===== src/sv/pram_pkg.sv =====
`timescale 1ns / 1ps
// ----------------------------------------------------------------------------
// pram_pkg: shared types and codes of the priority reservation manager
// Holds the list entry, the row command and row status structs, and the
// opcode, notice kind and status codes used by the cells, rows and top level.
// ----------------------------------------------------------------------------
package pram_pkg;

  localparam int unsigned SUBRESOURCES_DEF = 8;
  localparam int unsigned LIST_DEPTH_DEF   = 8;
  localparam int unsigned MASK_BITS        = 8;

  // opcodes
  localparam logic [2:0] OP_RESERVE  = 3'd0;
  localparam logic [2:0] OP_RELEASE  = 3'd1;
  localparam logic [2:0] OP_CONFLICT = 3'd2;
  localparam logic [2:0] OP_ACTIVE   = 3'd3;
  localparam logic [2:0] OP_EMPTY    = 3'd4;
  localparam logic [2:0] OP_HOLDER   = 3'd5;

  // result kinds
  localparam logic [1:0] KIND_SUSPEND  = 2'd0;
  localparam logic [1:0] KIND_RESUME   = 2'd1;
  localparam logic [1:0] KIND_ACTIVATE = 2'd2;
  localparam logic [1:0] KIND_FINAL    = 2'd3;

  // final status
  localparam logic [1:0] STAT_OK     = 2'd0;
  localparam logic [1:0] STAT_DENIED = 2'd1;
  localparam logic [1:0] STAT_FULL   = 2'd2;

  typedef struct packed {
    logic       valid;
    logic [7:0] client;
    logic [7:0] prio;
  } pram_entry_t;

  typedef struct packed {
    logic       ins;
    logic       del;
    logic [7:0] client;
    logic [7:0] prio;
  } pram_cmd_t;

  typedef struct packed {
    logic       head_valid;
    logic [7:0] head_client;
    logic [7:0] head_prio;
    logic       second_valid;
    logic [7:0] second_client;
    logic       full;
    logic       holds;
  } pram_row_stat_t;

endpackage


===== src/sv/pram_cell.sv =====
`timescale 1ns / 1ps
// ----------------------------------------------------------------------------
// pram_cell: one entry of a holder list
// Keeps, takes the new entry, or takes a neighbor's entry, so that a row of
// cells inserts in priority order and removes a client.
// ----------------------------------------------------------------------------
module pram_cell (
  input  logic                  clk_i,
  input  logic                  rst_ni,
  input  pram_pkg::pram_cmd_t   cmd_i,
  input  pram_pkg::pram_entry_t left_i,
  input  logic                  left_stay_i,
  input  logic                  left_hit_i,
  input  pram_pkg::pram_entry_t right_i,
  output pram_pkg::pram_entry_t ent_o,
  output logic                  stay_o,
  output logic                  hit_o
);
  import pram_pkg::*;

  logic        valid_q;
  logic [7:0]  client_q, prio_q;
  pram_entry_t cur, ent_d;
  logic        match;

  // assemble the held entry
  assign cur = '{valid: valid_q, client: client_q, prio: prio_q};

  // local compare against the broadcast command
  assign match  = cur.valid && (cur.client == cmd_i.client);
  assign stay_o = cur.valid && (cur.prio <= cmd_i.prio);
  assign hit_o  = left_hit_i | match;
  assign ent_o  = cur;

  // pick the next entry: hold, take new, shift right on insert, shift left on removal
  always_comb begin
    ent_d = cur;
    if (cmd_i.ins) begin
      if (!stay_o) begin
        if (left_stay_i) begin
          ent_d = '{valid: 1'b1, client: cmd_i.client, prio: cmd_i.prio};
        end else begin
          ent_d = left_i;
        end
      end
    end else if (cmd_i.del) begin
      if (hit_o) begin
        ent_d = right_i;
      end
    end
  end

  always_ff @(posedge clk_i or negedge rst_ni) begin
    if (!rst_ni) begin
      valid_q <= 1'b0;
    end else begin
      valid_q <= ent_d.valid;
    end
  end

  always_ff @(posedge clk_i) begin
    client_q <= ent_d.client;
    prio_q   <= ent_d.prio;
  end

endmodule


===== src/sv/pram_row.sv =====
`timescale 1ns / 1ps
// ----------------------------------------------------------------------------
// pram_row: holder list of one subresource
// Chains LIST_DEPTH cells head first and reports head, second entry,
// fullness and whether the commanded client is listed.
// ----------------------------------------------------------------------------
module pram_row #(
  parameter int unsigned LIST_DEPTH = pram_pkg::LIST_DEPTH_DEF
) (
  input  logic                     clk_i,
  input  logic                     rst_ni,
  input  pram_pkg::pram_cmd_t      cmd_i,
  output pram_pkg::pram_row_stat_t stat_o
);
  import pram_pkg::*;

  pram_entry_t ent  [LIST_DEPTH];
  logic        stay [LIST_DEPTH];
  logic        hit  [LIST_DEPTH];

  // chain the cells, head at position zero
  for (genvar k = 0; k < LIST_DEPTH; k++) begin : g_cell
    pram_entry_t left_ent, right_ent;
    logic        left_stay, left_hit;

    if (k == 0) begin : g_head
      assign left_ent  = '0;
      assign left_stay = 1'b1;
      assign left_hit  = 1'b0;
    end else begin : g_body
      assign left_ent  = ent[k-1];
      assign left_stay = stay[k-1];
      assign left_hit  = hit[k-1];
    end

    if (k == LIST_DEPTH - 1) begin : g_tail
      assign right_ent = '0;
    end else begin : g_mid
      assign right_ent = ent[k+1];
    end

    pram_cell u_cell (
      .clk_i       (clk_i),
      .rst_ni      (rst_ni),
      .cmd_i       (cmd_i),
      .left_i      (left_ent),
      .left_stay_i (left_stay),
      .left_hit_i  (left_hit),
      .right_i     (right_ent),
      .ent_o       (ent[k]),
      .stay_o      (stay[k]),
      .hit_o       (hit[k])
    );
  end

  // report the row
  assign stat_o.head_valid    = ent[0].valid;
  assign stat_o.head_client   = ent[0].client;
  assign stat_o.head_prio     = ent[0].prio;
  assign stat_o.second_valid  = ent[1].valid;
  assign stat_o.second_client = ent[1].client;
  assign stat_o.full          = ent[LIST_DEPTH-1].valid;
  assign stat_o.holds         = hit[LIST_DEPTH-1];

endmodule


===== src/sv/priority_reservation_manager.sv =====
`timescale 1ns / 1ps
// ----------------------------------------------------------------------------
// priority_reservation_manager: priority-ordered reservation of subresources
// Top level: sequencer over one row of list cells per subresource.
// ----------------------------------------------------------------------------
// Usage:
//   Raise start with the request fields while busy is low; the item is taken
//   at that edge and busy stays high until the final result is shown.
//   Results appear on the result ports for one cycle each, marked by
//   res_valid_o: notices first in increasing subresource order, then one
//   final result with last_o high. The receiver cannot stall the results.
//   The sequencer visits one subresource per cycle. A reserve makes up to
//   two passes (a fullness pass, then an insert pass); release, conflict
//   query and active update make one pass, the other requests none, where a
//   pass visits each of the n managed subresources. Every cell of a list
//   shifts at once, so the list depth does not lengthen a pass.
//   The single configuration register (subresources in use) is written over
//   the cfg channel while busy is low.
//   Reset empties every list, sets the active mask to all ones and the
//   register to eight. No clearing pass is needed.
// ----------------------------------------------------------------------------
module priority_reservation_manager #(
  parameter int unsigned SUBRESOURCES = pram_pkg::SUBRESOURCES_DEF,
  parameter int unsigned LIST_DEPTH   = pram_pkg::LIST_DEPTH_DEF
) (
  input  logic       clk_i,
  input  logic       rst_ni,
  input  logic       start,
  output logic       busy,
  input  logic [2:0] opcode_i,
  input  logic [7:0] client_id_i,
  input  logic [7:0] priority_req_i,
  input  logic       trusted_i,
  input  logic       force_no_ui_env_i,
  input  logic [7:0] sub_mask_i,
  input  logic       all_subresources_i,
  input  logic [7:0] original_mask_i,
  input  logic [7:0] modified_mask_i,
  input  logic [2:0] target_index_i,
  input  logic       cfg_valid_i,
  output logic       cfg_ready_o,
  input  logic [3:0] cfg_data_i,
  output logic       res_valid_o,
  output logic [1:0] kind_o,
  output logic [7:0] notice_client_o,
  output logic [2:0] notice_index_o,
  output logic       activate_o,
  output logic [7:0] result_mask_o,
  output logic       flag_o,
  output logic [1:0] status_o,
  output logic       last_o
);
  import pram_pkg::*;

  localparam int unsigned IW  = (SUBRESOURCES > 1) ? $clog2(SUBRESOURCES) : 1;
  localparam int unsigned NW0 = $clog2(SUBRESOURCES + 1);
  localparam int unsigned NW  = (NW0 > 4) ? NW0 : 4;
  localparam int unsigned MB  = (SUBRESOURCES < MASK_BITS) ? SUBRESOURCES : MASK_BITS;

  typedef enum logic [3:0] {
    ST_IDLE  = 4'b0001,
    ST_CHECK = 4'b0010,
    ST_WALK  = 4'b0100,
    ST_FINAL = 4'b1000
  } pram_state_e;

  pram_state_e st_q, st_d;
  logic [IW-1:0] idx_q, idx_d;
  logic [3:0]    cfg_q;
  logic [7:0]    active_q, active_d;
  logic [7:0]    diff_q, diff_d;
  logic [7:0]    acc_q, acc_d;
  logic          flag_q, flag_d;
  logic [1:0]    stat_q, stat_d;

  // latched request
  logic [2:0] op_q;
  logic [7:0] client_q, prio_q, smask_q;
  logic       all_q;
  logic [2:0] tidx_q;

  // result register
  logic       rv_q, rv_d;
  logic [1:0] kind_q, kind_d;
  logic [7:0] nc_q, nc_d;
  logic [2:0] ni_q, ni_d;
  logic       act_q, act_d;
  logic [7:0] rm_q, rm_d;
  logic       rf_q, rf_d;
  logic [1:0] rs_q, rs_d;
  logic       rl_q, rl_d;

  pram_cmd_t      cmd [SUBRESOURCES];
  pram_row_stat_t stat [SUBRESOURCES];
  pram_row_stat_t sel;
  logic           ins_en, del_en;

  logic [NW-1:0] n;
  logic [7:0]    idx8;
  logic          idx_last, addr, accept;
  logic [7:0]    new_active, empty_mask;
  logic          holder_flag;
  logic [7:0]    holder_client;

  assign accept      = start && !busy;
  assign busy        = (st_q != ST_IDLE);
  assign cfg_ready_o = !busy;

  // managed count and walk position
  assign n = (NW'(cfg_q) > NW'(SUBRESOURCES)) ? NW'(SUBRESOURCES) : NW'(cfg_q);
  assign idx8     = 8'(idx_q);
  assign idx_last = ((NW'(idx_q) + NW'(1)) == n);
  assign addr     = all_q || (idx8 < 8'(MASK_BITS) && smask_q[idx8[2:0]]);
  assign sel      = stat[idx_q];
  assign new_active = (active_q | modified_mask_i) & ~(original_mask_i & ~modified_mask_i);

  // one row of cells per subresource
  for (genvar r = 0; r < SUBRESOURCES; r++) begin : g_row
    assign cmd[r].ins    = ins_en && (idx_q == IW'(r));
    assign cmd[r].del    = del_en && (idx_q == IW'(r));
    assign cmd[r].client = client_q;
    assign cmd[r].prio   = prio_q;

    pram_row #(.LIST_DEPTH(LIST_DEPTH)) u_row (
      .clk_i  (clk_i),
      .rst_ni (rst_ni),
      .cmd_i  (cmd[r]),
      .stat_o (stat[r])
    );
  end

  // empty mask and holder lookup over the managed rows
  always_comb begin
    empty_mask    = '0;
    holder_flag   = 1'b0;
    holder_client = '0;
    for (int r = 0; r < MB; r++) begin
      if (NW'(r) < n && !stat[r].head_valid) begin
        empty_mask[r] = 1'b1;
      end
      if (NW'(r) < n && 3'(r) == tidx_q && stat[r].head_valid) begin
        holder_flag   = 1'b1;
        holder_client = stat[r].head_client;
      end
    end
  end

  // sequencer
  always_comb begin
    st_d     = st_q;
    idx_d    = idx_q;
    active_d = active_q;
    diff_d   = diff_q;
    acc_d    = acc_q;
    flag_d   = flag_q;
    stat_d   = stat_q;
    ins_en   = 1'b0;
    del_en   = 1'b0;
    rv_d     = 1'b0;
    kind_d   = kind_q;
    nc_d     = '0;
    ni_d     = '0;
    act_d    = 1'b0;
    rm_d     = '0;
    rf_d     = 1'b0;
    rs_d     = STAT_OK;
    rl_d     = 1'b0;
    case (st_q)
      ST_IDLE: begin
        if (accept) begin
          idx_d  = '0;
          acc_d  = '0;
          flag_d = 1'b0;
          stat_d = STAT_OK;
          st_d   = ST_FINAL;
          case (opcode_i)
            OP_RESERVE: begin
              if (force_no_ui_env_i && !trusted_i) begin
                stat_d = STAT_DENIED;
              end else if (n != '0) begin
                st_d = ST_CHECK;
              end
            end
            OP_RELEASE, OP_CONFLICT: begin
              if (n != '0) st_d = ST_WALK;
            end
            OP_ACTIVE: begin
              active_d = new_active;
              diff_d   = active_q ^ new_active;
              if (n != '0) st_d = ST_WALK;
            end
            default: begin
              st_d = ST_FINAL;
            end
          endcase
        end
      end
      ST_CHECK: begin
        // refuse the whole reserve if a list needing an entry is full
        if (addr && !sel.holds && sel.full) begin
          stat_d = STAT_FULL;
          st_d   = ST_FINAL;
        end else if (idx_last) begin
          idx_d = '0;
          st_d  = ST_WALK;
        end else begin
          idx_d = idx_q + IW'(1);
        end
      end
      ST_WALK: begin
        kind_d = KIND_SUSPEND;
        case (op_q)
          OP_RESERVE: begin
            if (addr && !sel.holds) begin
              ins_en = 1'b1;
              if (sel.head_valid && sel.head_prio <= prio_q) begin
                if (idx8 < 8'(MASK_BITS)) acc_d[idx8[2:0]] = 1'b1;
              end else if (sel.head_valid) begin
                rv_d   = 1'b1;
                kind_d = KIND_SUSPEND;
                nc_d   = sel.head_client;
                ni_d   = idx8[2:0];
              end
            end
          end
          OP_RELEASE: begin
            if (addr && sel.holds) begin
              del_en = 1'b1;
              if (sel.head_client == client_q && sel.second_valid) begin
                rv_d   = 1'b1;
                kind_d = KIND_RESUME;
                nc_d   = sel.second_client;
                ni_d   = idx8[2:0];
              end
            end
          end
          OP_CONFLICT: begin
            if (addr && sel.head_valid && sel.head_client != client_q) flag_d = 1'b1;
          end
          OP_ACTIVE: begin
            if (idx8 < 8'(MASK_BITS) && diff_q[idx8[2:0]] && sel.head_valid &&
                (sel.head_client != client_q || !active_q[idx8[2:0]])) begin
              rv_d   = 1'b1;
              kind_d = KIND_ACTIVATE;
              nc_d   = sel.head_client;
              ni_d   = idx8[2:0];
              act_d  = active_q[idx8[2:0]];
            end
          end
          default: begin
            rv_d = 1'b0;
          end
        endcase
        if (idx_last) begin
          st_d = ST_FINAL;
        end else begin
          idx_d = idx_q + IW'(1);
        end
      end
      ST_FINAL: begin
        // emit the closing result
        rv_d   = 1'b1;
        kind_d = KIND_FINAL;
        rl_d   = 1'b1;
        case (op_q)
          OP_RESERVE: begin
            rs_d = stat_q;
            rm_d = (stat_q == STAT_OK) ? acc_q : 8'd0;
          end
          OP_RELEASE, OP_EMPTY: rm_d = empty_mask;
          OP_CONFLICT:          rf_d = flag_q;
          OP_ACTIVE:            rm_d = active_q;
          OP_HOLDER: begin
            rf_d = holder_flag;
            nc_d = holder_client;
          end
          default: rm_d = '0;
        endcase
        st_d = ST_IDLE;
      end
      default: begin
        st_d = ST_IDLE;
      end
    endcase
  end

  always_ff @(posedge clk_i or negedge rst_ni) begin
    if (!rst_ni) begin
      st_q     <= ST_IDLE;
      cfg_q    <= 4'd8;
      active_q <= 8'hFF;
      rv_q     <= 1'b0;
    end else begin
      st_q     <= st_d;
      active_q <= active_d;
      rv_q     <= rv_d;
      if (cfg_valid_i && cfg_ready_o) cfg_q <= cfg_data_i;
    end
  end

  // walk state, latched request and result payload
  always_ff @(posedge clk_i) begin
    idx_q  <= idx_d;
    diff_q <= diff_d;
    acc_q  <= acc_d;
    flag_q <= flag_d;
    stat_q <= stat_d;
    kind_q <= kind_d;
    nc_q   <= nc_d;
    ni_q   <= ni_d;
    act_q  <= act_d;
    rm_q   <= rm_d;
    rf_q   <= rf_d;
    rs_q   <= rs_d;
    rl_q   <= rl_d;
    if (accept) begin
      op_q     <= opcode_i;
      client_q <= client_id_i;
      prio_q   <= priority_req_i;
      smask_q  <= sub_mask_i;
      all_q    <= all_subresources_i;
      tidx_q   <= target_index_i;
    end
  end

  assign res_valid_o     = rv_q;
  assign kind_o          = kind_q;
  assign notice_client_o = nc_q;
  assign notice_index_o  = ni_q;
  assign activate_o      = act_q;
  assign result_mask_o   = rm_q;
  assign flag_o          = rf_q;
  assign status_o        = rs_q;
  assign last_o          = rl_q;

`ifndef SYNTHESIS
  a_done_on_final: assert property (@(posedge clk_i) disable iff (!rst_ni)
    $fell(busy) |-> res_valid_o && last_o)
    else $error("busy dropped without a final result");
  a_final_idle: assert property (@(posedge clk_i) disable iff (!rst_ni)
    res_valid_o && last_o |-> !busy && kind_o == KIND_FINAL)
    else $error("final result shown while busy or with wrong kind");
  a_notice_busy: assert property (@(posedge clk_i) disable iff (!rst_ni)
    res_valid_o && !last_o |-> busy && kind_o != KIND_FINAL)
    else $error("notice outside a running item");
  a_accept_busy: assert property (@(posedge clk_i) disable iff (!rst_ni)
    start && !busy |=> busy)
    else $error("accepted item did not raise busy");
`endif

endmodule


===== config.mk =====
export PLATFORM = sky130hd
export DESIGN_NAME = priority_reservation_manager
export DESIGN_NICKNAME = d
export VERILOG_FILES = /design/src/sv/pram_pkg.sv /design/src/sv/pram_cell.sv /design/src/sv/pram_row.sv /design/src/sv/priority_reservation_manager.sv
export SDC_FILE = /design/constraint.sdc
export NUM_CORES = 2
export LEC_CHECK = 0
export BUFFER_PORTS_ARGS = -buffer_cell sky130_fd_sc_hd__buf_2
export CORE_MARGIN = 10
export CORE_UTILIZATION = 31
export CTS_BUF_LIST = sky130_fd_sc_hd__clkbuf_2
export DETAILED_ROUTE_END_ITERATION = 8
export GPL_ROUTABILITY_DRIVEN = 1
export PLACE_DENSITY = 0.43
export SETUP_SLACK_MARGIN = 0.1
export SYNTH_ARGS = -nofsm -noshare
export SYNTH_HDL_FRONTEND = slang
export SYNTH_HIERARCHICAL = 1
export SYNTH_SLANG_ARGS = --single-unit

===== constraint.sdc =====
create_clock -name clk_i -period 28.5 [get_ports clk_i]
set_input_delay 4.275 -clock clk_i [delete_from_list [all_inputs] [get_ports clk_i]]
set_output_delay 4.275 -clock clk_i [all_outputs]
set_load 0.02 [all_outputs]

Yosys cells after proc, flatten, opt, wreduce, memory -nomap -nowiden
Index checks and enable logic that the tools add are counted.
W data, S select, Z words.
- flip-flop bits (word level): 1184
- output and inout port bits: 29
- input bits: 57
- word-level logic and storage cells: 1298
- equality and inequality tests: 170
- mux-type cells: 416
- reductions and logical operators: 353
- add/sub/neg operators: 2
- $lt $le $gt $ge: 78
- bitwise logic cells: 64
- operators with widths (kind ; count):
    $mux W17 ; 312
    $eq A8 B8 Y1 ; 65
    $le A8 B8 Y1 ; 65
    $reduce_and A3 Y1 ; 68
    $logic_and A1 B1 Y1 ; 183
    $mux W8 ; 21
    $ne A2 B2 Y1 const B ; 75
    $reduce_bool A2 Y1 ; 75
    $bmux W28 S3 ; 1
    $mux W28 ; 2
    $or A1 B1 Y1 ; 56
    $pmux W8 S3 ; 2
    $mux W1 ; 40
    $mux W4 ; 8
    $pmux W8 S2 ; 2
    $mux W3 ; 10
    $eq A3 B2 Y1 const B ; 6
    $eq A3 B3 Y1 const B ; 6
    $pmux W3 S3 ; 2
    $and A8 B8 Y8 ; 2
    $lt A3 B4 Y1 const A ; 4
    $not A8 Y8 ; 2
    $or A8 B8 Y8 ; 2
    $eq A3 B3 Y1 const A ; 4
    40 further kinds ; 70

Logic depth before layout (Yosys ltp)
- depth after elaboration: 20
- gate-level depth with buffers: 21

By module
Netlist, hierarchy kept.
- by module, submodules not included (module ; seq. area each (um2) ; cells an instance ; times used ; area each (um2)):
    pram_cell (g_row[0].u_row.g_cell[0].u_cell ...) ; 505.5 ; 123 ; 38 ; 1216.2
    pram_cell (g_row[4].u_row.g_cell[6].u_cell ...) ; 505.5 ; 122 ; 26 ; 1218.7
    priority_reservation_manager ; 2570.0 ; 681 ; 1 ; 6587.6
    pram_row ; 0.0 ; 2 ; 8 ; 7.5

Worst setup path before layout
Ideal clock, no wire load.
- kind: register -> register
- start: register, netlist name client_q[4]
- end: register g_row[0].u_row.g_cell[0].u_cell.client_q[0] (enable)
- clock period less this slack: 9.115 ns
- setup slack: 19.385 ns
- arrival time: 8.750 ns
- data required time: 28.135 ns
- path buffers: 2
- stages on the path, launching flop included: 21
- cells stage by stage: edfxtp_1 -> xnor2_1 -> nand4_1 -> nor4_4 -> or2_2 -> or2_2 -> or2_2 -> or2_2 -> or2_2 -> or2_2 -> or2_2 -> or2_2 -> mux2i_1 -> a22oi_1 -> nand3_1 -> nand2_1 -> nor2_1 -> and3_1 -> clkbuf_1 -> clkbuf_1 -> a21bo_1
- RTL lines (item ; line ; text):
    end signal: assignment ; pram_cell.sv:62 ; client_q <= ent_d.client;
    end: declaration ; pram_cell.sv:22 ; logic [7:0] client_q, prio_q;

==> flow_metrics.py <==
metrics = {
    "cells_and_area": {
        "n_fill_cell": 28100,
        "area_growth_pct": 9.44,
        "fin_area_mm2": 0.0925,
        "layout.nets": 9478,
        "seq_area_mm2": 0.0349,
        "multi_input_area_mm2": 0.0458,
        "reg_top3": "g_row.u_row/g_cell.u_cell/client_q: 512 flops, g_row.u_row/g_cell.u_cell/prio_q: 512 flops, g_row.u_row/g_cell.u_cell/valid_q: 64 flops",
        "drive_gt1_share_pct": 11.0,
    },
    "timing": {
        "finalWorstPathRequiredPeriod_ns": 11.03,
        "hold_viol": 0,
        "worst_slew_pin_slew_ns": 1.31,
        "min_period_over_period_pct": 38.7,
        "slew_headroom_pct": 11.9,
        "rsz0062_at_grt": "false",
        "fmax_ghz": 0.0907,
        "whs_ns": 0.504,
        "tns_ns": 0,
        "finalSetupViolCount": 0,
        "fin_ws_ns": 17.47,
        "skew_ns": 0.259,
        "drv_slew": 0,
    },
    "drt": {
        "ant_nets": 0,
        "wl_met1_mm": 133,
        "totalWireLength_mm": 283,
        "drc_errors": 0,
        "drtPass1Iterations": 8,
        "wl_per_cell_um": 22.1,
        "vias": 66000,
        "wl_met2_mm": 123,
        "avgViaCountPerCell": 5.15,
        "top_layer": "met4",
        "drt_iter0_markers": 5003,
        "met3_length_mm": 14.5,
    },
    "floorplan": {
        "ioPinCount": 86,
        "coreArea_mm2": 0.271,
        "start_util_pct": 31.2,
        "die_w_um": 542,
        "fp.dieH_um": 542,
        "die_area_mm2": 0.294,
        "row_count": 191,
    },
    "min_path": {
        "holdPathStages": 2,
        "hold_path_class": "reg2reg",
        "hold_end": "g_row[0].u_row/g_cell[0].u_cell/prio_q[2]$_DFFE_PP_",
        "min-delay-start": "g_row[0].u_row/g_cell[1].u_cell/prio_q[2]$_DFFE_PP_",
    },
    "clock_network": {
        "cts_root_buffer": "clkbuf_2",
        "cts.sinks": 1184,
        "cts_hold_buf": 0,
        "cts_tree": "built",
        "htreeDepth": 5,
        "path_clk_slew_ns": 0.10,
        "cts_resized": 0,
        "cts_setup_buffers": 0,
        "clockBufferDepth": 4,
        "numCtsBuffers": 363,
        "clk_latency_ns": 1.91,
    },
    "logic_synthesis": {
        "synth.avg_cell_area_um2": 9.90,
        "yosys_warnings": 6,
        "synthCells": 8535,
        "syn_area_mm2": 0.0845,
    },
    "placed_design": {
        "dpl_cell_area_mm2": 0.0890,
        "port_buffers": 85,
        "gp_congestion": 0.951,
        "hpwl_mm": 201,
        "dpl_worst_slack_ns": 17.76,
    },
    "pwr": {
        "power_mw": 4.84,
        "ir_worst_vdd_uv": 30.0,
        "power_leakage_nw": 35.1,
        "power_density_mw_per_mm2": 52.3,
    },
    "setup_path": {
        "r2r-start": "client_q[7]$_DFFE_PP_",
        "crit_path_start_kind": "flip-flop",
        "reg2reg_to": "g_row[1].u_row/g_cell[5].u_cell/prio_q[4]$_DFFE_PP_",
        "cp_max_fo": 104,
        "reg2reg_slack_ns": 17.47,
        "crit_arrival_ns": 12.43,
        "crit_type": "reg2reg",
        "crit_required_ns": 29.90,
        "endpoint_kind": "flip-flop",
        "r2r_cells": 26,
    },
    "global_routing": {
        "grt_usage_pct": 18.5,
        "antenna_found_initial": 18,
        "grt_pass1_vias": 66100,
        "grt-ovfl-total": 0,
        "grt_first_pass_wirelength_mm": 425,
        "grt_max_degree": 233,
    },
    "flow_run": {
        "max-cap-violations": 0,
    },
    "outcome": {
        "outcome": "complete, no violations",
    },
}
[layout by cell type (no fill, tap or decap), drive strengths merged, types with 179 or more instances in the layout]
master,count
ha,526
inv,681
xnor2,390
edfxtp,1079
nand4,198
mux2i,1077
a21oi,1292
nor2,1132
buf,179
conb,315
clkbuf,545
[metal layers]
layer	GRT usage [%]	vias up
li1	-	31600
met1	25.7	31900
met2	28.5	1792
met3	2.87	593
met4	7.60	0
met5	0	-
[area by class of cell]
cell class / count / share of cell area [%]
well taps: 3570 / 4.83
diodes: 40 / 0.108
repair buffers: 179 / 1.38
inverters: 669 / 2.71
clock buffers: 545 / 2.95
clock inverters: 126 / 0.706
multi-input cells: 6498 / 49.6
flip-flops and latches: 1184 / 37.8
[metrics by stage]
stage	std cells	utilization [%]
after floorplan	8834	-
final	12800	34.1
after global placement	12100	32.8
after global routing	12800	34.1
after detailed placement	12100	32.8
after CTS	12800	34.1
[worst max-delay path: stages (launching register included)]
cell and delay, ns:
edfxtp_1 0.76, buf_4 0.63, buf_12 0.39, buf_4 0.52
xnor2_1 0.13, nand3_1 0.10, nor4_2 0.07, or2_2 0.32
or2_2 0.34, or2_2 0.35, or2_2 0.34, or2_2 0.34
or2_2 0.34, or2_2 0.33, or2_2 0.39, mux2i_1 0.39
nand3_1 0.19, nand3_1 0.26, nand2_1 0.08, nor2_1 0.44
buf_4 0.29, and3_4 0.75, buf_4 0.89, buf_4 0.92
inv_1 0.14, o211ai_1 0.13, a21bo_1 0.47
[report_power, final]
group	internal [mW]	switching, mW	leakage, nW
sequential	1.93	0.0895	11.0
combinational	0.495	0.913	21.5
clock	0.554	0.858	2.57
total	2.98	1.86	35.1
[worst max-delay path by stage]
stage                                from                                                    end  slack [ns]  cells past startpoint
global route        client_q[7]$_DFFE_PP_    g_row[1].u_row/g_cell[5].u_cell/prio_q[4]$_DFFE_PP_       16.79                     26
finish              client_q[7]$_DFFE_PP_    g_row[1].u_row/g_cell[5].u_cell/prio_q[4]$_DFFE_PP_       17.47                     26
detailed placement  client_q[7]$_DFFE_PP_  g_row[1].u_row/g_cell[6].u_cell/client_q[4]$_DFFE_PP_       17.76                     26
floorplan           client_q[4]$_DFFE_PP_  g_row[0].u_row/g_cell[0].u_cell/client_q[0]$_DFFE_PP_       19.38                     20
CTS                 client_q[7]$_DFFE_PP_    g_row[1].u_row/g_cell[5].u_cell/prio_q[4]$_DFFE_PP_       17.61                     26
global placement    client_q[7]$_DFFE_PP_  g_row[1].u_row/g_cell[6].u_cell/client_q[4]$_DFFE_PP_       17.80                     26
(Power assumes the default switching activity.)
